[src/rtl/ple_pkg.sv]
`timescale 1ns / 1ps
// ----------------------------------------------------------------------------
// ple_pkg: shared types and constants of the PostScript line escaper
// Character codes, body kinds, the decoded item descriptor and the closing
// text of a show line.
// ----------------------------------------------------------------------------
package ple_pkg;

  // Character codes
  localparam logic [7:0] CH_NUL    = 8'h00;
  localparam logic [7:0] CH_TAB    = 8'h09;
  localparam logic [7:0] CH_FF     = 8'h0C;
  localparam logic [7:0] CH_SPACE  = 8'h20;
  localparam logic [7:0] CH_LPAREN = 8'h28;
  localparam logic [7:0] CH_RPAREN = 8'h29;
  localparam logic [7:0] CH_BSLASH = 8'h5C;
  localparam logic [7:0] CH_DEL    = 8'h7F;
  localparam logic [7:0] CH_SUBST  = 8'hB7;

  // Tab stop spacing and closing text length
  localparam int unsigned TAB_STOP = 8;
  localparam int unsigned TAIL_LEN = 5;

  localparam int unsigned COL_W  = $clog2(TAB_STOP);
  localparam int unsigned LEN_W  = $clog2(TAB_STOP + 1);
  localparam int unsigned TAIL_W = $clog2(TAIL_LEN);

  // Body kinds of one decoded item
  localparam logic [1:0] KIND_NONE = 2'd0;
  localparam logic [1:0] KIND_TAB  = 2'd1;
  localparam logic [1:0] KIND_ESC  = 2'd2;
  localparam logic [1:0] KIND_CHAR = 2'd3;

  // Decoded item: what the emitter sends for it, in order
  typedef struct packed {
    logic             open;  // leading "("
    logic [1:0]       kind;  // body kind
    logic [LEN_W-1:0] len;   // body byte count
    logic [7:0]       ch;    // shown character
    logic             tail;  // closing ") LS\n"
  } ple_desc_t;

  // Bytes of the closing text ") LS\n"
  function automatic logic [7:0] tail_byte(input logic [TAIL_W-1:0] idx);
    logic [7:0] b;
    unique case (idx)
      3'd0:    b = CH_RPAREN;
      3'd1:    b = CH_SPACE;
      3'd2:    b = 8'h4C;
      3'd3:    b = 8'h53;
      3'd4:    b = 8'h0A;
      default: b = 8'h0A;
    endcase
    return b;
  endfunction

endpackage

[src/rtl/ple_if.sv]
`timescale 1ns / 1ps
// ----------------------------------------------------------------------------
// ple_if: item channels of the PostScript line escaper
// Valid/ready channels for input bytes and for emitted PostScript bytes.
// ----------------------------------------------------------------------------
interface ple_in_if;
  logic       valid;
  logic       ready;
  logic [7:0] char_byte;
  logic       line_end;

  modport source (output valid, char_byte, line_end, input ready);
  modport sink   (input valid, char_byte, line_end, output ready);
endinterface

interface ple_out_if;
  logic       valid;
  logic       ready;
  logic [7:0] out_byte;
  logic       last;

  modport source (output valid, out_byte, last, input ready);
  modport sink   (input valid, out_byte, last, output ready);
endinterface

[src/rtl/postscript_line_escaper.sv]
`timescale 1ns / 1ps
// ----------------------------------------------------------------------------
// postscript_line_escaper: text line to PostScript show line
// Escapes and expands one byte per item into the bytes of a "(...) LS" line.
// ----------------------------------------------------------------------------
// The first output byte of an item passes the descriptor register, then the output register.
// One output byte per cycle while the receiver takes bytes; an item yields 1 to
//   14 bytes in the byte sequencer, and items with no bytes take no slot there.
// A new item is accepted only once the descriptor register is empty or retires.
// Reset (synchronous, rst_n low) returns to line start and drops all items.
module postscript_line_escaper
  import ple_pkg::*;
(
  input  logic      clk,
  input  logic      rst_n,
  ple_in_if.sink    in_ch,
  ple_out_if.source out_ch
);

  logic      desc_valid;
  ple_desc_t desc;
  logic      desc_pop;

  ple_decode u_decode (
    .clk        (clk),
    .rst_n      (rst_n),
    .in_valid   (in_ch.valid),
    .in_ready   (in_ch.ready),
    .in_char    (in_ch.char_byte),
    .in_end     (in_ch.line_end),
    .desc_valid (desc_valid),
    .desc       (desc),
    .desc_pop   (desc_pop)
  );

  ple_emit u_emit (
    .clk        (clk),
    .rst_n      (rst_n),
    .desc_valid (desc_valid),
    .desc       (desc),
    .desc_pop   (desc_pop),
    .out_valid  (out_ch.valid),
    .out_ready  (out_ch.ready),
    .out_byte   (out_ch.out_byte),
    .out_last   (out_ch.last)
  );

endmodule

[src/rtl/ple_decode.sv]
`timescale 1ns / 1ps
// ----------------------------------------------------------------------------
// ple_decode: line state and item decode
// Tracks line start, form feed skip, end of text and the tab column, and
// turns each accepted byte into a registered descriptor for the emitter.
// ----------------------------------------------------------------------------
module ple_decode
  import ple_pkg::*;
(
  input  logic       clk,
  input  logic       rst_n,
  input  logic       in_valid,
  output logic       in_ready,
  input  logic [7:0] in_char,
  input  logic       in_end,
  output logic       desc_valid,
  output ple_desc_t  desc,
  input  logic       desc_pop
);

  logic [COL_W-1:0] col_r, col_nxt;
  logic             at_start_r, at_start_nxt;
  logic             skip_r, skip_nxt;
  logic             ended_r, ended_nxt;
  logic             desc_valid_r;
  ple_desc_t        desc_r, desc_nxt;
  logic             accept;
  logic             is_ff_first;
  logic             skipping;
  logic             has_results;
  logic [7:0]       shown;

  assign in_ready   = !desc_valid_r || desc_pop;
  assign accept     = in_valid && in_ready;
  assign desc_valid = desc_valid_r;
  assign desc       = desc_r;

  // Decode one byte against the current line state
  always_comb begin
    is_ff_first  = at_start_r && (in_char == CH_FF);
    skipping     = skip_r || is_ff_first;
    shown        = ((in_char < CH_SPACE) || (in_char > CH_DEL)) ? CH_SUBST : in_char;

    col_nxt      = col_r;
    at_start_nxt = 1'b0;
    skip_nxt     = skipping;
    ended_nxt    = ended_r;

    desc_nxt.open = at_start_r && !is_ff_first;
    desc_nxt.kind = KIND_NONE;
    desc_nxt.len  = '0;
    desc_nxt.ch   = shown;
    desc_nxt.tail = in_end && !skipping;

    if (!skipping && !ended_r) begin
      if (in_char == CH_NUL) begin
        ended_nxt = 1'b1;
      end else if (in_char == CH_TAB) begin
        desc_nxt.kind = KIND_TAB;
        desc_nxt.len  = LEN_W'(TAB_STOP) - LEN_W'(col_r);
        col_nxt       = '0;
      end else if ((shown == CH_LPAREN) || (shown == CH_RPAREN) ||
                   (shown == CH_BSLASH)) begin
        desc_nxt.kind = KIND_ESC;
        desc_nxt.len  = LEN_W'(2);
        col_nxt       = col_r + COL_W'(1);
      end else begin
        desc_nxt.kind = KIND_CHAR;
        desc_nxt.len  = LEN_W'(1);
        col_nxt       = col_r + COL_W'(1);
      end
    end

    // End of line returns to the start-of-line state
    if (in_end) begin
      col_nxt      = '0;
      at_start_nxt = 1'b1;
      skip_nxt     = 1'b0;
      ended_nxt    = 1'b0;
    end

    has_results = desc_nxt.open || (desc_nxt.len != '0) || desc_nxt.tail;
  end

  // Line state
  always_ff @(posedge clk) begin
    if (!rst_n) begin
      col_r      <= '0;
      at_start_r <= 1'b1;
      skip_r     <= 1'b0;
      ended_r    <= 1'b0;
    end else if (accept) begin
      col_r      <= col_nxt;
      at_start_r <= at_start_nxt;
      skip_r     <= skip_nxt;
      ended_r    <= ended_nxt;
    end
  end

  // Descriptor register
  always_ff @(posedge clk) begin
    if (!rst_n) begin
      desc_valid_r <= 1'b0;
    end else if (accept) begin
      desc_valid_r <= has_results;
    end else if (desc_pop) begin
      desc_valid_r <= 1'b0;
    end
  end

  always_ff @(posedge clk) begin
    if (accept) begin
      desc_r <= desc_nxt;
    end
  end

endmodule

[src/rtl/ple_emit.sv]
`timescale 1ns / 1ps
// ----------------------------------------------------------------------------
// ple_emit: byte sequencer and output register
// Walks one descriptor through its opening, body and closing bytes, one
// byte per cycle while the output is free or taken, into a registered output stage.
// ----------------------------------------------------------------------------
module ple_emit
  import ple_pkg::*;
(
  input  logic       clk,
  input  logic       rst_n,
  input  logic       desc_valid,
  input  ple_desc_t  desc,
  output logic       desc_pop,
  output logic       out_valid,
  input  logic       out_ready,
  output logic [7:0] out_byte,
  output logic       out_last
);

  logic              open_done_r;
  logic [LEN_W-1:0]  body_cnt_r;
  logic [TAIL_W-1:0] tail_cnt_r;
  logic              out_valid_r;
  logic [7:0]        out_byte_r;
  logic              out_last_r;
  logic              beat;
  logic              is_open;
  logic              is_body;
  logic              is_last;
  logic [7:0]        byte_nxt;

  assign beat      = desc_valid && (!out_valid_r || out_ready);
  assign desc_pop  = beat && is_last;
  assign out_valid = out_valid_r;
  assign out_byte  = out_byte_r;
  assign out_last  = out_last_r;

  // Pick the current byte of the descriptor
  always_comb begin
    is_open = desc.open && !open_done_r;
    is_body = !is_open && (body_cnt_r != desc.len);
    if (is_open) begin
      byte_nxt = CH_LPAREN;
      is_last  = (desc.len == '0) && !desc.tail;
    end else if (is_body) begin
      unique case (desc.kind)
        KIND_TAB:  byte_nxt = CH_SPACE;
        KIND_ESC:  byte_nxt = (body_cnt_r == '0) ? CH_BSLASH : desc.ch;
        KIND_CHAR: byte_nxt = desc.ch;
        default:   byte_nxt = desc.ch;
      endcase
      is_last = ((body_cnt_r + LEN_W'(1)) == desc.len) && !desc.tail;
    end else begin
      byte_nxt = tail_byte(tail_cnt_r);
      is_last  = (tail_cnt_r == TAIL_W'(TAIL_LEN - 1));
    end
  end

  // Position within the current descriptor
  always_ff @(posedge clk) begin
    if (!rst_n) begin
      open_done_r <= 1'b0;
      body_cnt_r  <= '0;
      tail_cnt_r  <= '0;
    end else if (beat) begin
      if (is_last) begin
        open_done_r <= 1'b0;
        body_cnt_r  <= '0;
        tail_cnt_r  <= '0;
      end else if (is_open) begin
        open_done_r <= 1'b1;
      end else if (is_body) begin
        body_cnt_r <= body_cnt_r + LEN_W'(1);
      end else begin
        tail_cnt_r <= tail_cnt_r + TAIL_W'(1);
      end
    end
  end

  // Output register
  always_ff @(posedge clk) begin
    if (!rst_n) begin
      out_valid_r <= 1'b0;
    end else if (beat) begin
      out_valid_r <= 1'b1;
    end else if (out_ready) begin
      out_valid_r <= 1'b0;
    end
  end

  always_ff @(posedge clk) begin
    if (beat) begin
      out_byte_r <= byte_nxt;
      out_last_r <= is_last;
    end
  end

  // Body counter never runs past the body length
  a_body_bound: assert property (@(posedge clk) disable iff (!rst_n)
    desc_valid |-> (body_cnt_r <= desc.len))
    else $error("body counter past body length");

  // Closing text starts only after the whole body
  a_tail_order: assert property (@(posedge clk) disable iff (!rst_n)
    (desc_valid && (tail_cnt_r != '0)) |-> (body_cnt_r == desc.len))
    else $error("closing text started before body done");

  // Finishing a descriptor leaves the sequencer at its start
  a_pop_clears: assert property (@(posedge clk) disable iff (!rst_n)
    desc_pop |=> (!open_done_r && (body_cnt_r == '0) && (tail_cnt_r == '0)))
    else $error("sequencer not cleared after descriptor");

  // A byte marked last is the one that retired its descriptor
  a_last_pop: assert property (@(posedge clk) disable iff (!rst_n)
    beat |=> (out_last_r == $past(desc_pop)))
    else $error("last flag does not match descriptor end");

endmodule

[src/flat_wrapper.sv]
// flat-port wrapper written by rule: the top's interface ports become plain ports
module postscript_line_escaper_flat import ple_pkg::*;
  (clk, rst_n, in_ch_valid, in_ch_char_byte, in_ch_line_end, in_ch_ready, out_ch_valid, out_ch_out_byte, out_ch_last, out_ch_ready);
  ple_in_if in_ch_i ();
  ple_out_if out_ch_i ();
  input  logic clk;
  input  logic rst_n;
  input wire logic [$bits(in_ch_i.valid)-1:0] in_ch_valid;
  input wire logic [$bits(in_ch_i.char_byte)-1:0] in_ch_char_byte;
  input wire logic [$bits(in_ch_i.line_end)-1:0] in_ch_line_end;
  output wire logic [$bits(in_ch_i.ready)-1:0] in_ch_ready;
  output wire logic [$bits(out_ch_i.valid)-1:0] out_ch_valid;
  output wire logic [$bits(out_ch_i.out_byte)-1:0] out_ch_out_byte;
  output wire logic [$bits(out_ch_i.last)-1:0] out_ch_last;
  input wire logic [$bits(out_ch_i.ready)-1:0] out_ch_ready;
  assign in_ch_i.valid = in_ch_valid;
  assign in_ch_i.char_byte = in_ch_char_byte;
  assign in_ch_i.line_end = in_ch_line_end;
  assign in_ch_ready = in_ch_i.ready;
  assign out_ch_valid = out_ch_i.valid;
  assign out_ch_out_byte = out_ch_i.out_byte;
  assign out_ch_last = out_ch_i.last;
  assign out_ch_i.ready = out_ch_ready;
  postscript_line_escaper u_core (.clk(clk), .rst_n(rst_n), .in_ch(in_ch_i), .out_ch(out_ch_i));
endmodule
[config.mk]
export PLATFORM = sky130hd
export DESIGN_NAME = postscript_line_escaper_flat
export DESIGN_NICKNAME = d
export VERILOG_FILES = /design/src/rtl/ple_pkg.sv /design/src/rtl/ple_if.sv /design/src/rtl/postscript_line_escaper.sv /design/src/rtl/ple_decode.sv /design/src/rtl/ple_emit.sv /design/src/flat_wrapper.sv
export SDC_FILE = /design/constraint.sdc
export NUM_CORES = 1
export LEC_CHECK = 0
export ABC_AREA = 1
export BUFFER_PORTS_ARGS = -buffer_cell sky130_fd_sc_hd__buf_2
export CAP_MARGIN = 20
export CORE_ASPECT_RATIO = 0.9
export CORE_MARGIN = 2
export CORE_UTILIZATION = 60
export DETAILED_ROUTE_END_ITERATION = 8
export PLACE_DENSITY = 0.81
export SLEW_MARGIN = 20
export SYNTH_ARGS = -nofsm -noshare
export SYNTH_HDL_FRONTEND = slang
export SYNTH_HIERARCHICAL = 1
export SYNTH_SLANG_ARGS = --single-unit
[constraint.sdc]
create_clock -name clk -period 5.6 [get_ports clk]
set_input_delay 1.12 -clock clk [delete_from_list [all_inputs] [get_ports clk]]
set_output_delay 1.12 -clock clk [all_outputs]
set_load 0.02 [all_outputs]
==> results.txt, run 1 <==
- Status: completed
- The die is 65.0 um tall.
- The total overflow left after global routing is 0.
* Residual DRC count: 0
* Count of pins over their slew limit: 0
- Internal Pwr Total: 460 uW
- sky130_fd_sc_hd__edfxtp_1 takes more of the synthesized area than any other cell.
- In the post-synthesis netlist, the biggest area contributors are sky130_fd_sc_hd__edfxtp_1 30%, sky130_fd_sc_hd__dfxtp_1 13%, sky130_fd_sc_hd__nand2_1 11%, sky130_fd_sc_hd__inv_1 8.2%, sky130_fd_sc_hd__ha_1 5.6%.
* Met1 track demand over resource in global routing: 0.278
- The mapped netlist covers 2480 um^2.
- Cells after synthesis: 316
- Of the cells placed in the final design, the portion with a size suffix greater than 1 is 0.202.
- Crit share post-route: 0.628
* Switching component of the power: 176 uW
- Of the total power, registers draw 0.546.
- Once detailed placement completed, the half-perimeter wirelength came to 3.54 mm.
- Relative slew slack: 0.295
- Top post-synthesis cells by count: 75 x sky130_fd_sc_hd__nand2_1, 54 x sky130_fd_sc_hd__inv_1, 29 x sky130_fd_sc_hd__nor2_1, 25 x sky130_fd_sc_hd__edfxtp_1, 18 x sky130_fd_sc_hd__nand3_1
- Post-CTS Resized: 0
- At the pin with the least slew margin, the transition time is 1.05 ns.
* Per-cell routed wire length: 11.6 um
* Clock buffer count from CTS: 5
- Counting every net in the synthesized netlist gives 340.
- TritonCTS built the clock tree.
- In this run the number of H-tree levels came out at 2.
- Overall power consumption after layout is estimated at 635 uW.
- Setup TNS: 0 ns
- Fraction of the yosys area taken by sequential cells: 0.432
- The smallest clock period supported by the final layout is computed as 3.51 ns.
* Remaining antenna violation count after routing: 0
- Core Region: 4020 um^2
- Of the total power, the clock network draws 0.289.
* Share of total power in combinational logic: 0.164
* Unrepaired setup endpoints after global routing: no
- The first routing iteration left 156 violations.
- Effective utilization at floorplan: 0.616
- Portion of synthesized cell area occupied by the leading cell type: 0.303
- Vias per cell: 5.13
- First-pass iteration count of the detailed router: 5
* Clock slew seen by the registers of the worst setup and hold paths: 0.08 ns
* Most numerous cell in the Yosys netlist: sky130_fd_sc_hd__nand2_1
- Final wirelength: 4.59 mm
* Required time of the critical path: 5.78 ns
- The floorplan step set the die width to 71.7 um.
- STA puts the critical path data arrival time at 3.69 ns.
* VDD IR-drop max: 0.000131 V
- Number of different library cells in the post-synthesis netlist: 32
- In this run the static leakage power is 0.00130 uW.
- Counting flops with a built-in enable in the synthesized netlist gives 25.
- The die covers 4660 um^2.
* Number of warning messages in the yosys log: 6
* Clock skew after layout: 0.00808 ns
- Each instance of the synthesized netlist takes up on average 7.84 um^2.
* Antenna Diode Count: 0
- Pwr dens: 232 nW/um^2
- Category of the worst setup path capture point: flop
- Entering global routing, the biggest net connects 22 pins.
* Final RePlAce weighted congestion: 0.911
* Share of synthesized flip-flops with an asynchronous set or reset: 0
- The count of final hold-check violations came to 0.
* Number of violations of the max-capacitance limit: 0
- Register bit count reported by yosys: 41
- For this run, global-route usage on met3 was measured as 0.0404.
- Hold is met by 0.492 ns.
- The final layout contains 370 nets.
- Number of global-route vias before repair: 1882
- Buffer count from post-CTS setup fixing: 0
- Achievable frequency: 285 MHz
* Via total after detailed routing: 2028
- Clock latency at the later pin of the worst-skew pair: 0.29 ns
- Busiest grt layer: met2
- Hold repair after CTS inserted 0 buffers.
- Kind of critical path: flop to flop
- Setup violations remaining at the end of the flow were counted as 0.
- STA classifies the critical path startpoint as a flop.
* Signed area change from the synthesized netlist to the final layout: 10.3%
- First-pass GRT wire length: 7.86 mm
- For met2 alone, demand over resource in global routing was 0.360.
- Primary flip-flop cell chosen by synthesis mapping: sky130_fd_sc_hd__edfxtp_1
- The floorplan has 22 rows.
* Maximum number of buffers from clock root to sink: 2
* Crit Path Max Fanout: 21
* Initial antenna violation count: 0
* Io pins: 24
- Master cell of the clock root buffer: sky130_fd_sc_hd__clkbuf_8
- Fill cell instance count of the final layout: 348
- The path class of the tightest hold or removal check is flop to flop.
- Of the total power, the share spent switching nets is 0.276.
- The clock net in this run drives a total of 41 sinks.
* IO buf count: 23
- Total global routing track utilization: 0.215
[metal layers]
layer  vias up  routed length (um)
met5         -                   0
met4         0                  18
met3         2                 252
met2        57                2240
met1       905                2080
li1       1064                   -
[stage by stage]
| step | worst slack (ns) | area, um^2 | util | cells |
|---|---|---|---|---|
| finish | 2.09 | 2730 | 0.680 | 395 |
| global route | 1.67 | 2730 | 0.680 | 395 |
| CTS | 2.08 | 2730 | 0.680 | 395 |
| detailed placement | 2.10 | 2650 | 0.660 | 387 |
| global placement | 2.34 | 2650 | 0.660 | 387 |
| floorplan | 2.65 | 2480 | - | 316 |
[state kept, by name, indices dropped and copies added, names as in the netlist]
register	flops
u_core/u_emit/out_valid	1
u_core/u_emit/body_cnt_r	4
u_core/u_emit/out_last	1
u_core/u_decode/at_start_r	1
u_core/u_decode/desc	16
u_core/u_decode/skip_r	1
u_core/u_decode/desc_valid	1
u_core/u_emit/out_byte	8
u_core/u_decode/col_r	3
u_core/u_decode/ended_r	1
u_core/u_emit/tail_cnt_r	3
u_core/u_emit/open_done_r	1
[layout by cell type (no fill, tap or decap)]
cell type	synthesis	routed
sky130_fd_sc_hd__xnor2_1	1	1
sky130_fd_sc_hd__buf_2	0	23
sky130_fd_sc_hd__dfxtp_1	16	16
sky130_fd_sc_hd__a21boi_2	1	1
sky130_fd_sc_hd__a31oi_1	1	1
sky130_fd_sc_hd__a21oi_2	2	2
sky130_fd_sc_hd__o21ai_4	1	1
sky130_fd_sc_hd__a21oi_1	15	15
sky130_fd_sc_hd__ha_1	11	11
sky130_fd_sc_hd__inv_1	54	54
sky130_fd_sc_hd__o21ai_0	14	14
sky130_fd_sc_hd__nor2_4	3	3
sky130_fd_sc_hd__nand3_1	18	18
sky130_fd_sc_hd__inv_2	10	10
sky130_fd_sc_hd__o21ai_2	5	5
sky130_fd_sc_hd__inv_4	1	1
sky130_fd_sc_hd__nand2_2	7	7
sky130_fd_sc_hd__nor3_1	5	5
sky130_fd_sc_hd__o2111a_1	1	1
sky130_fd_sc_hd__o211ai_1	2	2
sky130_fd_sc_hd__clkbuf_1	0	3
sky130_fd_sc_hd__o21ai_1	2	2
sky130_fd_sc_hd__nand3_4	1	1
sky130_fd_sc_hd__nand3_2	2	2
sky130_fd_sc_hd__nor2_1	29	29
sky130_fd_sc_hd__xor2_1	1	1
sky130_fd_sc_hd__nand3b_1	1	1
sky130_fd_sc_hd__nand2_1	75	75
sky130_fd_sc_hd__nor3_2	2	2
sky130_fd_sc_hd__nand4_1	2	2
sky130_fd_sc_hd__nand2_4	4	4
sky130_fd_sc_hd__nor2_2	3	3
sky130_fd_sc_hd__clkbuf_8	0	5
sky130_fd_sc_hd__edfxtp_1	25	25
sky130_fd_sc_hd__clkinv_1	1	1
[worst max-delay path, stage by stage (launching register included)]
cell and delay [ns]:
sky130_fd_sc_hd__dfxtp_1 0.43, sky130_fd_sc_hd__inv_2 0.09, sky130_fd_sc_hd__ha_1 0.34, sky130_fd_sc_hd__inv_1 0.05, sky130_fd_sc_hd__nand2_1 0.06, sky130_fd_sc_hd__nand3_1 0.08
sky130_fd_sc_hd__nor2_1 0.12, sky130_fd_sc_hd__nand3_1 0.14, sky130_fd_sc_hd__o21ai_2 0.20, sky130_fd_sc_hd__nand2_4 0.12, sky130_fd_sc_hd__nor2_1 0.11, sky130_fd_sc_hd__inv_1 0.07
sky130_fd_sc_hd__a21boi_2 0.82, sky130_fd_sc_hd__nand2_1 0.32, sky130_fd_sc_hd__nand2_4 0.20, sky130_fd_sc_hd__nand2_1 0.06, sky130_fd_sc_hd__nor2_1 0.13, sky130_fd_sc_hd__nor3_2 0.06
[power groups by stage]
| stage | Clock [uW] | Combinational (uW) | Sequential (uW) |
|---|---|---|---|
| finish | 184 | 104 | 347 |
| global route | 199 | 118 | 349 |
| CTS | 188 | 104 | 347 |
| detailed placement | 0 | 104 | 354 |
| global placement | 0 | 101 | 353 |
| floorplan | 0 | 69.4 | 359 |
[final cells by class]
class                           instances  area, um^2  share of cell area
Clock buffer                            8        80.1              0.0293
Inverter                               66         250              0.0916
Multi-Input combinational cell        209        1160               0.423
Sequential cell                        41        1070               0.392
Tap cell                               48        60.1              0.0220
Timing Repair Buffer                   23         115              0.0421
[path summary, 6_finish.rpt]
check,startpoint,to,slack (ns),cells past startpoint
hold reg to reg,u_core/u_decode/ended_r,u_core/u_decode/ended_r,0.49,2
setup reg to reg,u_core/u_emit/body_cnt_r[0],u_core/u_decode/col_r[2],2.09,17
hold / removal,u_core/u_decode/ended_r,u_core/u_decode/ended_r,0.49,2
setup / recovery,u_core/u_emit/body_cnt_r[0],u_core/u_decode/col_r[2],2.09,17
[kinds of logic (layout without fill, tap and decap cells)]
logic type      Yosys count  in the layout  synth area share
simple gates            152            152             0.292
buf+inv                  66             97             0.101
compound gates           44             44             0.112
flops                    41             41             0.432
fa+ha+maj                11             11            0.0556
xor+xnor                  2              2           0.00707
Note: power is estimated with default switching activity, not from simulation.
==> run 2: changes to the inputs <==
Settings changed: CORE_UTILIZATION 60 to 59, PLACE_DENSITY 0.81 to 0.8.
Clock period 5.6 ns to 3.6 ns, I/O delays scaled along.
==> run 2 against run 1 <==
Setup slack got worse by 1.5 ns. Non-clock buffer count rose by 1. Clock power is 66% higher. Sequential power grew 56%. Flip-flop and latch count unchanged. Worst hold slack got worse by 0.0038 ns. Sequential share of layout area is 0.25 points lower. Power increased by 59%. First-iteration DRC count decreased by 20%. Die area rose by 1.6%.
==> results.txt, run 2 (synthesized netlist as in run 1, its figures left out) <==
* Signed area change from the synthesized netlist to the final layout: 11.0%
* Largest net degree at the start of global routing: 17
- Number of violations of the max-capacitance limit: 0
- Fill cell instance count of the final layout: 326
- For this design the ratio of total power to cell area is 367 nW/um^2.
- Data on the critical path arrives at its endpoint at 2.30 ns.
- H-tree levels: 2
- Detailed placement HPWL: 3.76 mm
- Via total after detailed routing: 2060
- Summing all flip-flop and latch instances after layout gives 1070 um^2.
- The initial antenna violation count came to 0.
- Crit Path Max Fanout: 7
* Master cell of the clock root buffer: sky130_fd_sc_hd__clkbuf_8
- The library cell used most frequently in the layout, excluding fill and tap cells, is sky130_fd_sc_hd__nand2_1.
- Aggregate global routing overflow: 0
* DIE AREA: 4730 um^2
* Fraction of final layout cells sized beyond drive strength 1: 0.213
- Post-placement cell count: 388
- The first global-routing pass estimated 8.16 mm of wire.
- The via count of the first global-routing pass was 1924.
- The routed design has 4.75 mm of wire.
- R2r endpoint: u_core/u_decode/col_r[2]
* Antenna Diode Count: 0
- Startpoint of the worst register-to-register path: u_core/u_emit/body_cnt_r[0]
- Unrepaired setup endpoints after global routing: no
- Buffer count from post-CTS setup fixing: 0
* Total number of clock tree sinks: 41
* Required time of the critical path: 2.88 ns
* Filler-free cell count of the finished design: 396
- The initialized floorplan defines 22 standard-cell rows.
- Achievable frequency: 331 MHz
* Worst slew pin tran: 0.393 ns
- Vias per cell: 5.20
- The floorplan step set the die width to 72.3 um.
- In this run, post-CTS repair resized a total of 0 instances.
- The worst register-to-register path has a setup slack of 0.86 ns.
- Crit path largest cell delay: 0.42 ns
- The initial utilization of the core area, before any placement, comes to 0.612.
- In this run the worst setup path begins at u_core/u_emit/body_cnt_r[0].
* First-pass iteration count of the detailed router: 5
* Static Leak: 0.00131 uW
* Top library cells by usage in the layout, fill and taps aside: 75 x sky130_fd_sc_hd__nand2_1, 54 x sky130_fd_sc_hd__inv_1, 29 x sky130_fd_sc_hd__nor2_1
* Setup TNS: 0 ns
- Traced cell by cell, the critical path runs through inv_2 -> ha_1 -> inv_1 -> nand2_1 -> nand3_1 -> nor2_1 -> nand3_1 -> o21ai_2 -> nand2_4 -> nor2_1 -> inv_1 -> nand2_1 -> buf_2.
- After the first detailed-routing iteration, the DRC count stood at 125.
- The placed instances occupy a cell area of 2660 um^2.
- Hold Vio Cnt, Final: 0
- TritonCTS built the clock tree.
- The region available for standard cell placement spans 4050 um^2.
- Clock slew seen by the registers of the worst setup and hold paths: 0.08 ns
- Max stage delay cell, worst path: sky130_fd_sc_hd__dfxtp_1
- Kind of critical path: flop to output pin
- For this run, the post-layout net count is 371.
- Across the VDD grid, the largest voltage drop is 0.000204 V.
- The register with the most flip-flops in the layout has 16 of them.
- Io pins: 24
- Summing all multi-input logic gate instances after layout gives 1160 um^2.
* Setup slack after placement: 0.929 ns
- The completed layout was analyzed and its total power is 1010 uW.
- IO buf count: 23
- Per-cell routed wire length: 12.0 um
- Total global routing track utilization: 0.226
* Post-route worst setup slack: 0.583 ns
* Worst min-delay path category: flop to flop
- Relative slew slack: 0.735
- Clock skew on the completed layout was measured at 0.00504 ns.
* Remaining antenna violation count after routing: 0
- Number of endpoints failing setup at the final stage: 0
- In this run, CTS created clock tree buffers numbering 5.
- Residual DRC count: 0
- The run finished with clean final reports.
- Layout Cell Area excl Fill: 2750 um^2
* Count of pins over their slew limit: 0
- The worst setup path is launched from a flop.
- For this design, the CTS-stage hold fixing added 0 buffers.
* Fin crit period: 3.02 ns
- STA classifies the critical path endpoint as an output pin.
* Maximum number of buffers from clock root to sink: 2
* Crit share post-route: 0.838
- Final RePlAce weighted congestion: 0.923
- From bottom edge to top edge, the die measures 65.5 um.
- R2r worst-path depth: 17
- The clock reaches the later pin of the worst-skew pair after 0.30 ns.
- Capture point of the critical path: in_ch_ready
==> run 2: power by group <==
part / switching [uW] / leakage, uW / internal, uW
Sequential: 14.4 / 0.000357 / 525
Combinational: 112 / 0.000908 / 52.6
Clock: 168 / 0.0000445 / 137
==> run 2: layer usage <==
layer	GRT usage	wire [um]
met5	0	0
met2	0.381	2310
met4	0.0920	89
met3	0.0521	244
met1	0.279	2110
==> run 2: critical path, delay by kind of cell (launching register included) <==
family                     cells  cell delay (ns)
AOI/OAI and AO/OA              1             0.22
adders and majority gates      1             0.33
buffers and inverters          4             0.38
DFF                            1             0.42
and+or+nand+nor                7             0.66
==> run 2: stage by stage <==
stage	hold WS [ns]	util
2_1_floorplan	0.457	-
3_3_place_gp	0.476	0.657
3_5_place_dp	0.484	0.657
4_1_cts	0.496	0.680
5_1_grt	0.519	0.680
6_report	0.489	0.680
==> run 2: how the worst min path moves through the flow <==
| stage | cells past startpoint | slack (ns) | end | start |
|---|---|---|---|---|
| after detailed placement | 2 | 0.48 | u_core/u_decode/col_r[1] | u_core/u_decode/col_r[1] |
| after floorplan | 2 | 0.46 | u_core/u_decode/col_r[1] | u_core/u_decode/col_r[1] |
| final | 2 | 0.49 | u_core/u_decode/col_r[1] | u_core/u_decode/col_r[1] |
| after CTS | 2 | 0.50 | u_core/u_decode/col_r[1] | u_core/u_decode/col_r[1] |
| after global routing | 2 | 0.52 | u_core/u_decode/col_r[1] | u_core/u_decode/col_r[1] |
| after global placement | 2 | 0.48 | u_core/u_decode/col_r[1] | u_core/u_decode/col_r[1] |
==> run 2: final cells by class <==
| type | count | share of cell area |
|---|---|---|
| clock inverters | 3 | 0.00773 |
| inverters | 66 | 0.0910 |
| repair buffers | 24 | 0.0446 |
| clock buffers | 5 | 0.0250 |
| well taps | 48 | 0.0218 |
| multi-input cells | 209 | 0.420 |
| flip-flops and latches | 41 | 0.389 |
==> run 3: changes to the inputs <==
Settings changed: CORE_UTILIZATION 59 to 53, PLACE_DENSITY 0.8 to 0.75.
Clock period 3.6 ns to 2.5 ns, I/O delays scaled along.
==> run 3 against run 2 <==
Critical path depth unchanged. Die area up 11%. Cell count up 5.1%. Global-route usage down 2.3 points. Largest cell class unchanged. Sequential power up 44%. Core utilization down 3.8 points. Highest routed layer unchanged. Sequential share of layout area down 1.6 points.
==> results.txt, run 3 (synthesized netlist as in run 1, its figures left out) <==
- The flow ran to the end, and the final reports show no timing, DRC or antenna violations.
- Leading cell type in the layout, fill and taps excluded: sky130_fd_sc_hd__nand2_1
* Residual DRC count: 0
- The die covers 5240 um^2.
- Initial antenna violation count: 0
- Top library cells by usage in the layout, fill and taps aside: 73 x sky130_fd_sc_hd__nand2_1, 51 x sky130_fd_sc_hd__inv_1, 28 x sky130_fd_sc_hd__nor2_1
- Kind of critical path: flop to output pin
- Hold Vio Cnt, Final: 0
* Startpoint of the worst register-to-register path: u_core/u_emit/body_cnt_r[0]
- The worst register-to-register path has a setup slack of 0.16 ns.
- Required time of the critical path: 2.00 ns
- Core Region: 4490 um^2
* Number of instances on the worst hold path: 2
- Along the worst path, the maximum fanout reaches 4.
* R2r worst-path depth: 17
- Clock skew after layout: 0.00531 ns
- Entering global routing, the biggest net connects 15 pins.
* Number of nets in the layout: 377
- Worst hold endpoint: u_core/u_emit/body_cnt_r[1]
- Initial DRC Count: 105
- FP Rows: 23
* CTS tree: yes
* Via total after detailed routing: 2045
- Final wirelength: 4.93 mm
- Critical path arrival: 1.97 ns
* Detailed placement HPWL: 3.72 mm
* Effective utilization at floorplan: 0.552
- For this run, the total global-route usage over all layers was measured as 0.203.
* Aggregate global routing overflow: 0
- H-tree levels: 2
- Number of endpoints failing setup at the final stage: 0
- Unrepaired setup endpoints after global routing: yes
- For this design the static power due to leakage is 0.00136 uW.
- 24 I/O pins were placed.
- The design draws 1560 uW.
- Chip width: 76.1 um
- First-pass GRT wire length: 8.31 mm
- Fill cell instance count of the final layout: 395
- The routed design could run at a clock period as short as 2.47 ns.
* Clock latency at the later pin of the worst-skew pair: 0.29 ns
- After clock tree synthesis, the flow added hold-fix buffers numbering 0.
* Maximum number of buffers from clock root to sink: 2
- Achievable frequency: 404 MHz
* Remaining antenna violation count after routing: 0
- The startpoint identified for the worst hold timing path is u_core/u_emit/body_cnt_r[1].
- Setup slack after placement: 0.106 ns
* Count of pins over their slew limit: 0
- Clock buffer count from CTS: 5
* Number of violations of the max-capacitance limit: 0
- Fraction of final layout cells sized beyond drive strength 1: 0.251
* IO buf count: 23
- Category of the worst setup path capture point: output pin
- In this run the clock root is driven by a sky130_fd_sc_hd__clkbuf_8.
- Worst min-delay path category: flop to flop
* Signed area change from the synthesized netlist to the final layout: 16.3%
* Vias per cell: 4.92
- Number of global-route vias before repair: 1908
- Power spread over the standard cell area amounts to 541 nW/um^2.
- VDD IR-drop max: 0.000233 V
- Clock slew seen by the registers of the worst setup and hold paths: 0.08 ns
* Hold slack final: 0.485 ns
- R2r endpoint: u_core/u_decode/col_r[2]
- Final RePlAce weighted congestion: 0.884
* Vertical die dimension: 68.9 um
- The worst setup path is launched from a flop.
* Number of flip-flops under the largest register name: 16
- Relative slew slack: 0.717
- The clock net in this run drives a total of 41 sinks.
- Worst slew pin tran: 0.424 ns
- In the final routed layout, each cell accounts on average for 11.9 um.
- First-pass iteration count of the detailed router: 7
- Across all setup checks in the final design, the least slack found is 0.0266 ns.
- The number of antenna diodes in the final layout is 0.
* Crit share post-route: 0.989
run 3: cell types whose count changed in the layout (fill, tap and decap cells not counted), sizes merged:
cell and change:
bufinv +1, buf +6, inv -1
run 3: per-stage QoR:
step	instance area, um^2	util	std cells	TNS, ns
2_1_floorplan	2500	-	316	-0.0270
3_3_place_gp	2720	0.605	404	0
3_5_place_dp	2720	0.605	404	0
4_1_cts	2860	0.636	415	0
5_1_grt	2880	0.642	416	-0.0953
6_report	2880	0.642	416	0
run 3: worst max-delay path by stage:
stage                                      startpoint                        to  slack, ns  depth (start not counted)
after CTS                 u_core/u_emit/body_cnt_r[1]               in_ch_ready       0.01                         13
after global routing      u_core/u_emit/body_cnt_r[0]               in_ch_ready      -0.08                         13
after global placement    u_core/u_emit/body_cnt_r[0]  u_core/u_decode/col_r[0]       0.21                         17
final                     u_core/u_emit/body_cnt_r[0]               in_ch_ready       0.03                         13
after detailed placement  u_core/u_emit/body_cnt_r[0]  u_core/u_decode/col_r[2]       0.11                         17
after floorplan           u_core/u_emit/body_cnt_r[0]  u_core/u_decode/col_r[0]      -0.02                         17
run 3: report_power, final:
group,switching (uW),internal (uW)
sequential,21.0,756
combinational,165,89.5
clock,232,294
run 3: critical path, cell delays in order (launching register included):
cell and delay, ns:
sky130_fd_sc_hd__dfxtp_4 0.37, sky130_fd_sc_hd__inv_4 0.05, sky130_fd_sc_hd__ha_4 0.27, sky130_fd_sc_hd__inv_2 0.03, sky130_fd_sc_hd__nand2_1 0.04, sky130_fd_sc_hd__nand3_1 0.07, sky130_fd_sc_hd__nor2_1 0.11, sky130_fd_sc_hd__nand3_1 0.12
sky130_fd_sc_hd__o21ai_2 0.22, sky130_fd_sc_hd__nand2_4 0.07, sky130_fd_sc_hd__nor2_4 0.09, sky130_fd_sc_hd__inv_2 0.06, sky130_fd_sc_hd__nand2_2 0.07, sky130_fd_sc_hd__buf_6 0.12
run 3: area by class of cell:
| cell class | count | area, um^2 | area share |
|---|---|---|---|
| clock inverters | 3 | 41.3 | 0.0143 |
| multi-input cells | 209 | 1190 | 0.413 |
| well taps | 62 | 77.6 | 0.0269 |
| repair buffers | 30 | 174 | 0.0604 |
| clock buffers | 5 | 68.8 | 0.0239 |
| flip-flops and latches | 41 | 1080 | 0.373 |
| inverters | 66 | 253 | 0.0877 |
run 3: what timing repair did:
item | in CTS | in global routing
endpoints found under the setup margin | 1 | 1
gates resized for setup | 2 | 9
setup buffers | 3 | 1
pin swaps | 1 | 6
run 3: per-layer routing:
layer | GRT usage | vias to the layer above | part of all wire
li1 | - | 1081 | -
met1 | 0.242 | 915 | 0.46
met2 | 0.381 | 43 | 0.50
met3 | 0.0365 | 6 | 0.029
met4 | 0.0682 | 0 | 0.011
met5 | 0 | - | 0
